--- src/sv/kml_pkg.sv ---
// Shared constants, types and codes for the k-means iteration block.
// No dependencies; every other file in this block imports this package.
package kml_pkg;

  localparam int MAX_CLUSTERS = 8;
  localparam int CHANNELS     = 3;
  localparam int MAX_POINTS   = 1048576;

  localparam int CW        = 16;
  localparam int KW        = $clog2(MAX_CLUSTERS);
  localparam int SUM_W     = 36;
  localparam int CNT_W     = $clog2(MAX_POINTS + 1);
  localparam int ERR_W     = 54;
  localparam int DIST_W    = 34;
  localparam int CH_IW     = (CHANNELS > 1) ? $clog2(CHANNELS) : 1;
  localparam int CTR_ROW_W = CHANNELS * CW;
  localparam int ACC_ROW_W = CHANNELS * SUM_W + CNT_W;

  typedef enum logic [1:0] {
    CMD_LOAD   = 2'd0,
    CMD_SAMPLE = 2'd1,
    CMD_FINISH = 2'd2,
    CMD_NONE   = 2'd3
  } cmd_t;

  typedef enum logic [1:0] {
    RES_LABEL  = 2'd0,
    RES_SKIP   = 2'd1,
    RES_CENTER = 2'd2
  } kind_t;

  typedef enum logic {
    CFG_ACTIVE = 1'b0,
    CFG_REGION = 1'b1
  } cfg_idx_t;

  typedef enum logic [3:0] {
    ST_IDLE, ST_SKIP_EMIT, ST_DIST, ST_DRAIN, ST_ACC_RD, ST_ACC_WR,
    ST_LAB_EMIT, ST_MEAN, ST_MEAN_WAIT, ST_ROW_RD, ST_ROW_LATCH,
    ST_CH_DIV, ST_CH_WAIT, ST_CTR_WR, ST_CTR_EMIT, ST_CLEAR
  } state_t;

  typedef struct packed {
    logic             start;
    logic [ERR_W-1:0] dividend;
    logic [CNT_W-1:0] divisor;
  } div_req_t;

  typedef struct packed {
    logic             done;
    logic [ERR_W-1:0] quotient;
  } div_rsp_t;

endpackage

--- src/sv/kmeans_lloyd_iteration.sv ---
// One Lloyd k-means iteration. A load returns nothing. For a sample in the target region,
// one center is read from the center memory and compared per cycle, then the winning cluster's
// accumulator row is read and written back. A finish runs the shared divider once for the
// mean error and once per channel of each non-empty cluster. Memories clear through row
// valid bits, so there is no clearing pass after reset. Uses kml_pkg, kml_ram, kml_dist,
// kml_div.
module kmeans_lloyd_iteration (
  input  logic        clk,
  input  logic        rst,
  input  logic        cfg_valid,
  output logic        cfg_ready,
  input  logic        cfg_index,
  input  logic [7:0]  cfg_data,
  input  logic        in_valid,
  output logic        in_stall,
  input  logic [1:0]  command,
  input  logic [2:0]  center_index,
  input  logic [7:0]  region_code,
  input  logic [15:0] value_ch0,
  input  logic [15:0] value_ch1,
  input  logic [15:0] value_ch2,
  output logic        out_valid,
  input  logic        out_stall,
  output logic [1:0]  result_kind,
  output logic [2:0]  cluster_label,
  output logic [33:0] nearest_distance,
  output logic [15:0] new_ch0,
  output logic [15:0] new_ch1,
  output logic [15:0] new_ch2,
  output logic        empty_cluster,
  output logic [33:0] mean_error,
  output logic        last_of_run
);
  import kml_pkg::*;

  state_t state, state_next;

  logic [3:0]  active_clusters;
  logic [7:0]  target_region;
  logic [KW:0] kmax;
  logic [KW-1:0] kidx;
  logic          klast;
  logic [CH_IW-1:0] ch;

  logic [CTR_ROW_W-1:0] smp_row;
  logic [DIST_W-1:0]    best;
  logic [KW-1:0]        best_lab;
  logic [ERR_W-1:0]     error_total;
  logic [CNT_W-1:0]     point_count;
  logic [DIST_W-1:0]    mean;

  logic [CHANNELS*SUM_W-1:0] fin_sums;
  logic [CNT_W-1:0]          fin_count;
  logic [CTR_ROW_W-1:0]      new_row;

  logic                 rd_v_q, rd_last_q;
  logic [KW-1:0]        rd_k_q;

  // memory ports
  logic                 ctr_wr_en, ctr_rd_en;
  logic [KW-1:0]        ctr_wr_addr;
  logic [CTR_ROW_W-1:0] ctr_wr_data, ctr_rd_data;
  logic                 acc_wr_en, acc_rd_en, acc_clear;
  logic [KW-1:0]        acc_rd_addr;
  logic [ACC_ROW_W-1:0] acc_wr_data, acc_rd_data;

  logic                 dist_valid, dist_last;
  logic [KW-1:0]        dist_k;
  logic [DIST_W-1:0]    dist_val;

  div_req_t div_req;
  div_rsp_t div_rsp;

  logic accept, slot_free, emit_skip, emit_lab, emit_ctr, accumulate, ch_last;
  logic [ERR_W:0]   err_sum;
  logic [ERR_W-1:0] err_next;

  assign cfg_ready = 1'b1;
  assign accept    = in_valid && !in_stall;
  assign slot_free = !out_valid || !out_stall;
  assign klast     = ((KW+1)'(kidx) + (KW+1)'(1)) == kmax;
  assign ch_last   = ch == CH_IW'(CHANNELS - 1);
  assign accumulate = point_count < CNT_W'(MAX_POINTS);

  always_comb begin
    if (active_clusters == 4'd0) begin
      kmax = (KW+1)'(1);
    end else if (active_clusters > 4'(MAX_CLUSTERS)) begin
      kmax = (KW+1)'(MAX_CLUSTERS);
    end else begin
      kmax = (KW+1)'(active_clusters);
    end
  end

  always_ff @(posedge clk) begin
    if (rst) begin
      active_clusters <= 4'd2;
      target_region   <= 8'd1;
    end else if (cfg_valid && cfg_ready) begin
      unique case (cfg_idx_t'(cfg_index))
        CFG_ACTIVE: active_clusters <= cfg_data[3:0];
        CFG_REGION: target_region   <= cfg_data;
        default: ;
      endcase
    end
  end

  // next state
  always_comb begin
    state_next = state;
    unique case (state)
      ST_IDLE: begin
        if (in_valid) begin
          unique case (cmd_t'(command))
            CMD_SAMPLE: state_next = (region_code == target_region) ? ST_DIST : ST_SKIP_EMIT;
            CMD_FINISH: state_next = ST_MEAN;
            default:    state_next = ST_IDLE;
          endcase
        end
      end
      ST_SKIP_EMIT: if (slot_free) state_next = ST_IDLE;
      ST_DIST:      if (klast) state_next = ST_DRAIN;
      ST_DRAIN:     if (dist_valid && dist_last) state_next = ST_ACC_RD;
      ST_ACC_RD:    state_next = ST_ACC_WR;
      ST_ACC_WR:    state_next = ST_LAB_EMIT;
      ST_LAB_EMIT:  if (slot_free) state_next = ST_IDLE;
      ST_MEAN:      state_next = ST_MEAN_WAIT;
      ST_MEAN_WAIT: if (div_rsp.done) state_next = ST_ROW_RD;
      ST_ROW_RD:    state_next = ST_ROW_LATCH;
      ST_ROW_LATCH: begin
        if (acc_rd_data[CHANNELS*SUM_W +: CNT_W] == '0) begin
          state_next = ST_CTR_WR;
        end else begin
          state_next = ST_CH_DIV;
        end
      end
      ST_CH_DIV:    state_next = ST_CH_WAIT;
      ST_CH_WAIT:   if (div_rsp.done) state_next = ch_last ? ST_CTR_WR : ST_CH_DIV;
      ST_CTR_WR:    state_next = ST_CTR_EMIT;
      ST_CTR_EMIT:  if (slot_free) state_next = klast ? ST_CLEAR : ST_ROW_RD;
      ST_CLEAR:     state_next = ST_IDLE;
      default:      state_next = ST_IDLE;
    endcase
  end

  // FSM outputs
  always_comb begin
    in_stall    = 1'b1;
    ctr_wr_en   = 1'b0;
    ctr_wr_addr = kidx;
    ctr_wr_data = new_row;
    ctr_rd_en   = 1'b0;
    acc_rd_en   = 1'b0;
    acc_rd_addr = kidx;
    acc_wr_en   = 1'b0;
    acc_clear   = 1'b0;
    emit_skip   = 1'b0;
    emit_lab    = 1'b0;
    emit_ctr    = 1'b0;
    div_req.start    = 1'b0;
    div_req.dividend = error_total;
    div_req.divisor  = point_count;
    unique case (state)
      ST_IDLE: begin
        in_stall = 1'b0;
        if (in_valid && cmd_t'(command) == CMD_LOAD) begin
          ctr_wr_en   = 1'b1;
          ctr_wr_addr = center_index;
          ctr_wr_data = {value_ch2, value_ch1, value_ch0};
        end
      end
      ST_SKIP_EMIT: emit_skip = slot_free;
      ST_DIST:      ctr_rd_en = 1'b1;
      ST_ACC_RD: begin
        acc_rd_en   = 1'b1;
        acc_rd_addr = best_lab;
      end
      ST_ACC_WR:    acc_wr_en = accumulate;
      ST_LAB_EMIT:  emit_lab = slot_free;
      ST_MEAN:      div_req.start = 1'b1;
      ST_ROW_RD: begin
        ctr_rd_en = 1'b1;
        acc_rd_en = 1'b1;
      end
      ST_CH_DIV: begin
        div_req.start    = 1'b1;
        div_req.dividend = ERR_W'(fin_sums[ch*SUM_W +: SUM_W]);
        div_req.divisor  = fin_count;
      end
      ST_CTR_WR:    ctr_wr_en = 1'b1;
      ST_CTR_EMIT:  emit_ctr = slot_free;
      ST_CLEAR:     acc_clear = 1'b1;
      default: ;
    endcase
  end

  always_ff @(posedge clk) begin
    if (rst) begin
      state <= ST_IDLE;
    end else begin
      state <= state_next;
    end
  end

  // accumulator update for the winning cluster
  always_comb begin
    logic [SUM_W:0] s;
    for (int c = 0; c < CHANNELS; c++) begin
      s = {1'b0, acc_rd_data[c*SUM_W +: SUM_W]} + (SUM_W+1)'(smp_row[c*CW +: CW]);
      acc_wr_data[c*SUM_W +: SUM_W] = s[SUM_W] ? {SUM_W{1'b1}} : s[SUM_W-1:0];
    end
    acc_wr_data[CHANNELS*SUM_W +: CNT_W] = acc_rd_data[CHANNELS*SUM_W +: CNT_W] + 1'b1;
  end

  assign err_sum  = {1'b0, error_total} + (ERR_W+1)'(best);
  assign err_next = err_sum[ERR_W] ? {ERR_W{1'b1}} : err_sum[ERR_W-1:0];

  always_ff @(posedge clk) begin
    if (rst) begin
      rd_v_q      <= 1'b0;
      error_total <= '0;
      point_count <= '0;
    end else begin
      rd_v_q <= (state == ST_DIST);
      if (state == ST_ACC_WR && accumulate) begin
        error_total <= err_next;
        point_count <= point_count + 1'b1;
      end else if (state == ST_CLEAR) begin
        error_total <= '0;
        point_count <= '0;
      end
    end
  end

  always_ff @(posedge clk) begin
    rd_k_q    <= kidx;
    rd_last_q <= klast;
    if (accept) begin
      smp_row <= {value_ch2, value_ch1, value_ch0};
      kidx    <= '0;
    end
    if (state == ST_DIST) begin
      kidx <= kidx + 1'b1;
    end
    if (dist_valid && (dist_k == '0 || dist_val < best)) begin
      best     <= dist_val;
      best_lab <= dist_k;
    end
    if (state == ST_MEAN_WAIT && div_rsp.done) begin
      mean <= (point_count == '0) ? '0 : div_rsp.quotient[DIST_W-1:0];
    end
    if (state == ST_ROW_LATCH) begin
      fin_sums  <= acc_rd_data[CHANNELS*SUM_W-1:0];
      fin_count <= acc_rd_data[CHANNELS*SUM_W +: CNT_W];
      new_row   <= ctr_rd_data;
      ch        <= '0;
    end
    if (state == ST_CH_WAIT && div_rsp.done) begin
      new_row[ch*CW +: CW] <= div_rsp.quotient[CW-1:0];
      ch <= ch + 1'b1;
    end
    if (emit_ctr && !klast) begin
      kidx <= kidx + 1'b1;
    end
  end

  // result register
  always_ff @(posedge clk) begin
    if (rst) begin
      out_valid <= 1'b0;
    end else if (emit_skip || emit_lab || emit_ctr) begin
      out_valid <= 1'b1;
    end else if (!out_stall) begin
      out_valid <= 1'b0;
    end
    if (emit_skip || emit_lab || emit_ctr) begin
      cluster_label    <= '0;
      nearest_distance <= '0;
      new_ch0          <= '0;
      new_ch1          <= '0;
      new_ch2          <= '0;
      empty_cluster    <= 1'b0;
      mean_error       <= '0;
      last_of_run      <= 1'b1;
      if (emit_skip) begin
        result_kind <= RES_SKIP;
      end else if (emit_lab) begin
        result_kind      <= RES_LABEL;
        cluster_label    <= best_lab;
        nearest_distance <= best;
      end else begin
        result_kind   <= RES_CENTER;
        cluster_label <= kidx;
        new_ch0       <= new_row[0*CW +: CW];
        new_ch1       <= new_row[1*CW +: CW];
        new_ch2       <= new_row[2*CW +: CW];
        empty_cluster <= (fin_count == '0);
        mean_error    <= klast ? mean : '0;
        last_of_run   <= klast;
      end
    end
  end

  kml_ram #(
    .WIDTH(CTR_ROW_W),
    .DEPTH(MAX_CLUSTERS)
  ) u_center_mem (
    .clk    (clk),
    .rst    (rst),
    .clear  (1'b0),
    .wr_en  (ctr_wr_en),
    .wr_addr(ctr_wr_addr),
    .wr_data(ctr_wr_data),
    .rd_en  (ctr_rd_en),
    .rd_addr(kidx),
    .rd_data(ctr_rd_data)
  );

  kml_ram #(
    .WIDTH(ACC_ROW_W),
    .DEPTH(MAX_CLUSTERS)
  ) u_acc_mem (
    .clk    (clk),
    .rst    (rst),
    .clear  (acc_clear),
    .wr_en  (acc_wr_en),
    .wr_addr(best_lab),
    .wr_data(acc_wr_data),
    .rd_en  (acc_rd_en),
    .rd_addr(acc_rd_addr),
    .rd_data(acc_rd_data)
  );

  kml_dist u_dist (
    .clk       (clk),
    .rst       (rst),
    .in_valid  (rd_v_q),
    .in_last   (rd_last_q),
    .in_k      (rd_k_q),
    .center    (ctr_rd_data),
    .sample    (smp_row),
    .dist_valid(dist_valid),
    .dist_last (dist_last),
    .dist_k    (dist_k),
    .dist_val  (dist_val)
  );

  kml_div u_div (
    .clk(clk),
    .rst(rst),
    .req(div_req),
    .rsp(div_rsp)
  );

endmodule

--- src/sv/kml_ram.sv ---
// Single-port-write, registered-read memory with per-row valid bits.
// A row never written since reset or the last clear reads as zero. Uses kml_pkg.
module kml_ram #(
  parameter int WIDTH = kml_pkg::CTR_ROW_W,
  parameter int DEPTH = kml_pkg::MAX_CLUSTERS
) (
  input  logic                     clk,
  input  logic                     rst,
  input  logic                     clear,
  input  logic                     wr_en,
  input  logic [$clog2(DEPTH)-1:0] wr_addr,
  input  logic [WIDTH-1:0]         wr_data,
  input  logic                     rd_en,
  input  logic [$clog2(DEPTH)-1:0] rd_addr,
  output logic [WIDTH-1:0]         rd_data
);
  import kml_pkg::*;

  logic [WIDTH-1:0] mem [DEPTH];
  logic [DEPTH-1:0] vld;
  logic [WIDTH-1:0] data_q;
  logic             vld_q;

  always_ff @(posedge clk) begin
    if (wr_en) begin
      mem[wr_addr] <= wr_data;
    end
    if (rd_en) begin
      data_q <= mem[rd_addr];
    end
  end

  always_ff @(posedge clk) begin
    if (rst || clear) begin
      vld <= '0;
    end else if (wr_en) begin
      vld[wr_addr] <= 1'b1;
    end
    if (rst) begin
      vld_q <= 1'b0;
    end else if (rd_en) begin
      vld_q <= vld[rd_addr];
    end
  end

  assign rd_data = vld_q ? data_q : '0;

endmodule

--- src/sv/kml_dist.sv ---
// Squared-distance stage: per-channel squares registered, then summed.
// Carries the center index and a last tag alongside. Uses kml_pkg.
module kml_dist (
  input  logic                          clk,
  input  logic                          rst,
  input  logic                          in_valid,
  input  logic                          in_last,
  input  logic [kml_pkg::KW-1:0]        in_k,
  input  logic [kml_pkg::CTR_ROW_W-1:0] center,
  input  logic [kml_pkg::CTR_ROW_W-1:0] sample,
  output logic                          dist_valid,
  output logic                          dist_last,
  output logic [kml_pkg::KW-1:0]        dist_k,
  output logic [kml_pkg::DIST_W-1:0]    dist_val
);
  import kml_pkg::*;

  localparam int SQ_W  = 2 * CW;
  localparam int ACC_W = SQ_W + $clog2(CHANNELS + 1);

  logic [SQ_W-1:0]  sq [CHANNELS];
  logic [CW-1:0]    diff [CHANNELS];
  logic [ACC_W-1:0] acc;

  always_comb begin
    for (int c = 0; c < CHANNELS; c++) begin
      if (sample[c*CW +: CW] >= center[c*CW +: CW]) begin
        diff[c] = sample[c*CW +: CW] - center[c*CW +: CW];
      end else begin
        diff[c] = center[c*CW +: CW] - sample[c*CW +: CW];
      end
    end
  end

  always_ff @(posedge clk) begin
    for (int c = 0; c < CHANNELS; c++) begin
      sq[c] <= SQ_W'(diff[c]) * SQ_W'(diff[c]);
    end
    dist_k    <= in_k;
    dist_last <= in_last;
    if (rst) begin
      dist_valid <= 1'b0;
    end else begin
      dist_valid <= in_valid;
    end
  end

  always_comb begin
    acc = '0;
    for (int c = 0; c < CHANNELS; c++) begin
      acc = acc + ACC_W'(sq[c]);
    end
    // squares are non-negative, so clamping the total matches a running clamp
    if (acc > ACC_W'({DIST_W{1'b1}})) begin
      dist_val = {DIST_W{1'b1}};
    end else begin
      dist_val = acc[DIST_W-1:0];
    end
  end

endmodule

--- src/sv/kml_div.sv ---
// Iterative restoring divider, one quotient bit per cycle.
// Shared by the mean-error and center-update divisions. Uses kml_pkg.
module kml_div (
  input  logic              clk,
  input  logic              rst,
  input  kml_pkg::div_req_t req,
  output kml_pkg::div_rsp_t rsp
);
  import kml_pkg::*;

  localparam int STEP_W = $clog2(ERR_W);

  logic             busy;
  logic [STEP_W-1:0] step;
  logic [CNT_W-1:0] rem;
  logic [ERR_W-1:0] quo;
  logic [CNT_W-1:0] dvs;
  logic [CNT_W:0]   trial;
  logic             fits;

  assign trial = {rem, quo[ERR_W-1]};
  assign fits  = trial >= {1'b0, dvs};

  always_ff @(posedge clk) begin
    if (req.start && !busy) begin
      quo <= req.dividend;
      dvs <= req.divisor;
      rem <= '0;
    end else if (busy) begin
      rem <= fits ? CNT_W'(trial - {1'b0, dvs}) : trial[CNT_W-1:0];
      quo <= {quo[ERR_W-2:0], fits};
    end
  end

  always_ff @(posedge clk) begin
    if (rst) begin
      busy     <= 1'b0;
      step     <= '0;
      rsp.done <= 1'b0;
    end else begin
      rsp.done <= busy && (step == STEP_W'(ERR_W - 1));
      if (req.start && !busy) begin
        busy <= 1'b1;
        step <= '0;
      end else if (busy) begin
        if (step == STEP_W'(ERR_W - 1)) begin
          busy <= 1'b0;
        end
        step <= step + 1'b1;
      end
    end
  end

  assign rsp.quotient = quo;

endmodule

--- config.mk ---
export PLATFORM = sky130hd
export DESIGN_NAME = kmeans_lloyd_iteration
export DESIGN_NICKNAME = d
export VERILOG_FILES = /design/src/sv/kml_pkg.sv /design/src/sv/kmeans_lloyd_iteration.sv /design/src/sv/kml_ram.sv /design/src/sv/kml_dist.sv /design/src/sv/kml_div.sv
export SDC_FILE = /design/constraint.sdc
export NUM_CORES = 2
export LEC_CHECK = 0
export ABC_AREA = 0
export BUFFER_PORTS_ARGS = -buffer_cell sky130_fd_sc_hd__buf_2
export CAP_MARGIN = 10
export CORE_AREA = 10 10 587 445
export CTS_CLUSTER_SIZE = 20
export DETAILED_ROUTE_END_ITERATION = 8
export DIE_AREA = 0 0 597 455
export GPL_TIMING_DRIVEN = 0
export PLACE_DENSITY = 0.65
export SLEW_MARGIN = 20
export SYNTH_ARGS = -nofsm -noshare
export SYNTH_HDL_FRONTEND = slang
export SYNTH_SLANG_ARGS = --single-unit
--- constraint.sdc ---
create_clock -name clk -period 41.4 [get_ports clk]
set_clock_uncertainty 0.05 [all_clocks]
set_input_delay 12.42 -clock clk [delete_from_list [all_inputs] [get_ports clk]]
set_output_delay 12.42 -clock clk [all_outputs]
set_load 0.1 [all_outputs]
Word level (Yosys, flattened, before mapping):

Memory sizes are Yosys's and may differ from the RTL's. A register that Yosys moved wholly into a read port is not among the register bits.
Cells that the tools add are included.
W data, S select, Z words.

* bits in registers: 648
* input bits: 75
* output and inout port bits: 126
* memory bits (writable): 1512
* memories kept: 3
* word-level logic and storage cells: 237

* mux-type cells: 76
* equality and inequality tests: 29
* shifts and indexed selects: 3
* $lt $le $gt $ge: 14
* add/subtract/negate cells: 20
* reduce and logical (&&, ||, !) cells: 43
* multiply operators: 4
* bitwise logic cells: 5

Memory list
* u_acc_mem.mem: depth 8, bits a word 129, rd ports 1, clocked after memory_dff 1, write ports 1, line kml_ram.sv:19 `logic [WIDTH-1:0] mem [DEPTH];`
* u_center_mem.mem: depth 8, bits a word 48, rd ports 1, clocked after memory_dff 1, write ports 1, line kml_ram.sv:19
* u_dist.sq: depth 3, bits a word 32, rd ports 3, clocked after memory_dff 0, write ports 3, line kml_dist.sv:21 `logic [SQ_W-1:0] sq [CHANNELS];`

Operators by type and width (number)
* $mux W54: 5
* $mux W48: 5
* $mux W129: 1
* $add A36 B16 Y37: 3
* $mux W36: 3
* $shiftx A108 B9 Y36: 1
* $mul A16 B16 Y32: 3
* $sub A16 B16 Y16: 6
* $mux W75: 1
* $logic_not A21 Y1: 3
* $mux W21: 3
* $pmux W4 S15: 1
* $add A54 B34 Y55: 1
* $bwmux W48: 1
* $ge A16 B16 Y1: 3
* $mux W16: 3
* $shift A16 B34 Y48 const A: 1
* $shiftx A16 B34 Y48: 1
* $add A21 B1 Y21 const B: 2
* $mux W4: 9
* $add A34 B32 Y34: 1
* $gt A34 B34 Y1 const B: 1
* $lt A34 B34 Y1: 1
* $mux W34: 1
* other kinds (45): 134

Longest topological paths before layout:

* word-level depth: 9
* mapped depth: 41
* mapped depth without buffers: 39

Modules after synthesis:

A second synthesis with hierarchy kept.

* cell total of the unflattened synthesis: 9189
* area total of the unflattened synthesis: 124669.6 um^2

By module, submodules not included
* kml_ram (u_acc_mem): seq. area each 35043.6 um^2, area each 43815.8 um^2, cells each 1801, times used 1
* kml_dist: seq. area each 1961.9 um^2, area each 30594.3 um^2, cells each 3507, times used 1
* kmeans_lloyd_iteration: seq. area each 14193.6 um^2, area each 28183.3 um^2, cells each 2715, times used 1
* kml_ram (u_center_mem): seq. area each 13152.6 um^2, area each 16539.6 um^2, cells each 694, times used 1
* kml_div: seq. area each 2832.7 um^2, area each 5536.6 um^2, cells each 472, times used 1

Worst setup path before layout:

No wires, ideal clock.

* path type: input to register
* from: input port out_stall
* to: register cluster_label[0] (enable)
* stages: 1
* path buffers: 0
* path slack: 22341 ps
* arrival time: 18364 ps
* setup time: 645 ps
* required time: 40705 ps
* cell sequence: a21oi_1

* longest elaborated chain between the ends: 5
* elaborated cells between the ends (all ways): 7
* those cells by class: mux (3); reduce/logical (4)

Ends and longest elaborated chain
* start, declared: line kmeans_lloyd_iteration.sv:23 `input logic out_stall,`
* $logic_not A1 Y1 (*)
* $logic_or A1 B1 Y1 (*): line kmeans_lloyd_iteration.sv:80 `assign slot_free = !out_valid || !out_stall;`
* $mux W1: line kmeans_lloyd_iteration.sv:163 `unique case (state)`
* $logic_or A1 B1 Y1: line kmeans_lloyd_iteration.sv:276 `if (emit_skip || emit_lab || emit_ctr) begin`
* $logic_or A1 B1 Y1 (*): line kmeans_lloyd_iteration.sv:276
* end signal, assigned: line kmeans_lloyd_iteration.sv:289 `cluster_label <= best_lab;`
* end signal, assigned: line kmeans_lloyd_iteration.sv:293 `cluster_label <= kidx;`
* end, declared: line kmeans_lloyd_iteration.sv:25 `output logic [2:0] cluster_label,`

Every way passes the cells marked *; elsewhere a longest branch is shown, timed or not.
A chain may end at the register's enable or synchronous reset.

Worst setup path after layout:

* from: register state[3]
* to: output port in_stall

* longest elaborated chain between the ends: 2

Ends and longest elaborated chain
* start, declared: line kmeans_lloyd_iteration.sv:36 `state_t state, state_next;`
* start signal, assigned: line kmeans_lloyd_iteration.sv:201 `state <= state_next;`
* $logic_not A4 Y1: line kmeans_lloyd_iteration.sv:163
* $mux W1: line kmeans_lloyd_iteration.sv:163
* end, declared: line kmeans_lloyd_iteration.sv:15 `output logic in_stall,`

Every way passes these cells.

==> results.py <==
metrics = {
    "sta": {
        "slew-limit-headroom_pct": 14.27,
        "tightest_slew_ns": 1.286,
        "finalHoldViolCount": 0,
        "fin_crit_sh_pct": 36.88,
        "rsz0062_at_grt": "false",
        "tns_ns": 0,
        "setup_viol": 0,
        "final_max_slew_viol_count": 0,
        "min_period_ns": 15.27,
        "max_freq_mhz": 65.50,
    },
    "synth": {
        "syn_nets": 10568,
        "ys_ff_latch": 2334,
        "synth_commonest_cells": "edfxtp_1 (2044), inv_1 (1007), nor2_1 (663)",
        "synth_edf_count": 2044,
        "ys_async_sr_fraction_pct": 0,
        "synthFlopType": "edfxtp_1",
        "yosysWarnings": 0,
        "synthesis.area_mm2": 0.1240,
        "synthCells": 9391,
        "avgSynthCellArea_um2": 13.20,
        "synth.distinct_cells": 109,
        "netlist.area_leader.share_pct": 49.50,
        "synth_most_common_cell": "edfxtp_1",
        "synthTopCellsByArea": "edfxtp_1 (49%), fa_1 (8.1%), mux4_2 (6.5%)",
        "ys_seq_area_share_pct": 54.18,
        "yosysTopAreaCell": "edfxtp_1",
    },
    "placement": {
        "finalWeightedCongestion": 0.9547,
        "io_buffer_count": 196,
        "dp_hpwl_um": 269300,
    },
    "worst_setup_path": {
        "path_max_fanout": 10,
        "required_ns": 28.93,
        "crit_arrival_ns": 2.80,
        "cp-start-kind": "register",
        "path_class": "register to primary output",
        "endpoint_kind": "primary output",
    },
    "global_route": {
        "grt_pass1_wl_um": 516700,
        "antenna_found_initial": 27,
        "use_met3_pct": 6.776,
        "grt.total_usage_pct": 25.37,
        "top_usage_layer": "met1",
        "grt_max_degree": 67,
        "first_global_vias": 78598,
        "overflow": 0,
        "grt_use_met2_pct": 36.08,
        "grt.met1_usage_pct": 38.27,
    },
    "die": {
        "rows": 159,
        "die_w_um": 597,
        "die-area_mm2": 0.2716,
        "initial_core_util_pct": 49.71,
        "fp.dieH_um": 455,
        "ioPinCount": 201,
        "core_area_mm2": 0.2495,
    },
    "drt": {
        "drt_iter0_drc": 9462,
        "wirelength_um": 352700,
        "drt-pass1-iter-count": 8,
        "drc_errors": 0,
        "vias": 79870,
        "viasPerCell": 5.896,
        "wl_per_cell_um": 26.04,
        "ant_nets": 0,
    },
    "layout": {
        "nNetsFinal": 11216,
        "area.growth.synth_to_final_pct": 12.26,
        "drive_above_1_share_pct": 16.02,
    },
    "cts": {
        "clk-insertion-delay-late_ns": 0.94,
        "cts_root_buffer": "clkbuf_16",
        "cts_sinks": 2334,
        "clk_pin_slew_ns": 0.07,
        "ctsResizeCount": 0,
        "cts_tree": "yes",
        "htree_levels": 4,
        "clockBufferDepth": 4,
        "cts_setup_buffers": 0,
        "cts_hold_buf": 0,
        "cts_buffers": 227,
    },
    "status": {
        "status": "finished, final reports clean",
    },
    "flow_run": {
        "cap_viol_max_count": 0,
    },
    "min_path": {
        "min_path_type": "register to register",
    },
}
## layer usage
| layer | part of all wire (%) | vias up |
|---|---|---|
| met1 | 44 | 40288 |
| met5 | 0.018 | - |
| li1 | - | 34956 |
| met3 | 11 | 530 |
| met2 | 42 | 4088 |
| met4 | 3.1 | 8 |
## layout make-up
| class | instances | area, um2 |
|---|---|---|
| Antenna cell | 27 | 67.56 |
| Buffer | 374 | 1574 |
| Clock buffer | 278 | 5984 |
| Clock inverter | 132 | 1290 |
| Fill cell | 20137 | 110300 |
| Inverter | 1024 | 3854 |
| Multi-Input combinational cell | 5659 | 51770 |
| Sequential cell | 2334 | 67180 |
| Tap cell | 3300 | 4129 |
| Timing Repair Buffer | 419 | 3356 |
## final timing paths
check | to | startpoint | slack [ns] | depth (start not counted)
worst min-delay path | u_dist.dist_k[2] | rd_k_q[2] | 0.28 | 0
worst max register to register | u_dist.sq[0][62] | u_center_mem.vld_q | 29.67 | 36
worst max-delay path | in_stall | state[3] | 26.13 | 4
worst min register to register | u_dist.dist_k[2] | rd_k_q[2] | 0.28 | 0
## placed cells by master (no fill, tap or decap), types with 196 or more instances in the layout
master and n:
inv_1 1005, nand2_1 499, mux2_2 256, a21oi_1 454, and2_1 242, ha_1 598, edfxtp_1 2044, clkbuf_1 287
nor2_1 657, dfxtp_1 290, xnor2_1 196, buf_2 307, mux4_2 358, o21ai_0 291, clkbuf_16 230, fa_1 504
## registers in the layout (all words and copies together) (netlist names), 48 cells and up
register             count
error_total             54
u_dist.sq               93
u_div.quo               54
smp_row                 48
u_center_mem.data_q     48
new_row                 48
u_center_mem.mem       384
fin_sums               108
u_acc_mem.mem         1032
u_acc_mem.data_q       129
## stage by stage
step	cell area, um2	cells	hold slack [ns]	utilization, %	worst slack, ns
6_report	139200	13547	0.2776	55.80	26.13
3_5_place_dp	131700	13107	0.2635	52.81	25.70
4_1_cts	139000	13517	0.2793	55.73	26.11
5_1_grt	139100	13521	0.2881	55.77	26.07
2_1_floorplan	124000	9391	0.2596	-	22.34
3_3_place_gp	129100	12887	0.2628	51.76	10.03
## cell families (layout without fill, tap and decap cells)
kind of cell | count (synthesis) | count (layout) | share of synthesized area [%]
AOI/OAI and AO/OA | 1318 | 1318 | 6.733
and+or+nand+nor | 2194 | 2194 | 8.520
adders and majority gates | 1102 | 1102 | 14.17
xor gates and xnor gates | 337 | 337 | 2.459
buffers and inverters | 1398 | 2227 | 4.355
DFF | 2334 | 2334 | 54.18
muxes | 707 | 707 | 9.582
other | 1 | 28 | 0.003024
## worst max-delay path, stage by stage (launching register included)
cell      delay, ns
dfxtp_1        0.45
clkbuf_1       0.55
nor4_1         0.23
inv_1          0.15
buf_2          0.51
Power is left out: the tool's default activity adds up to more than one toggle a clock period on the data nets, which glitch-free logic cannot reach.
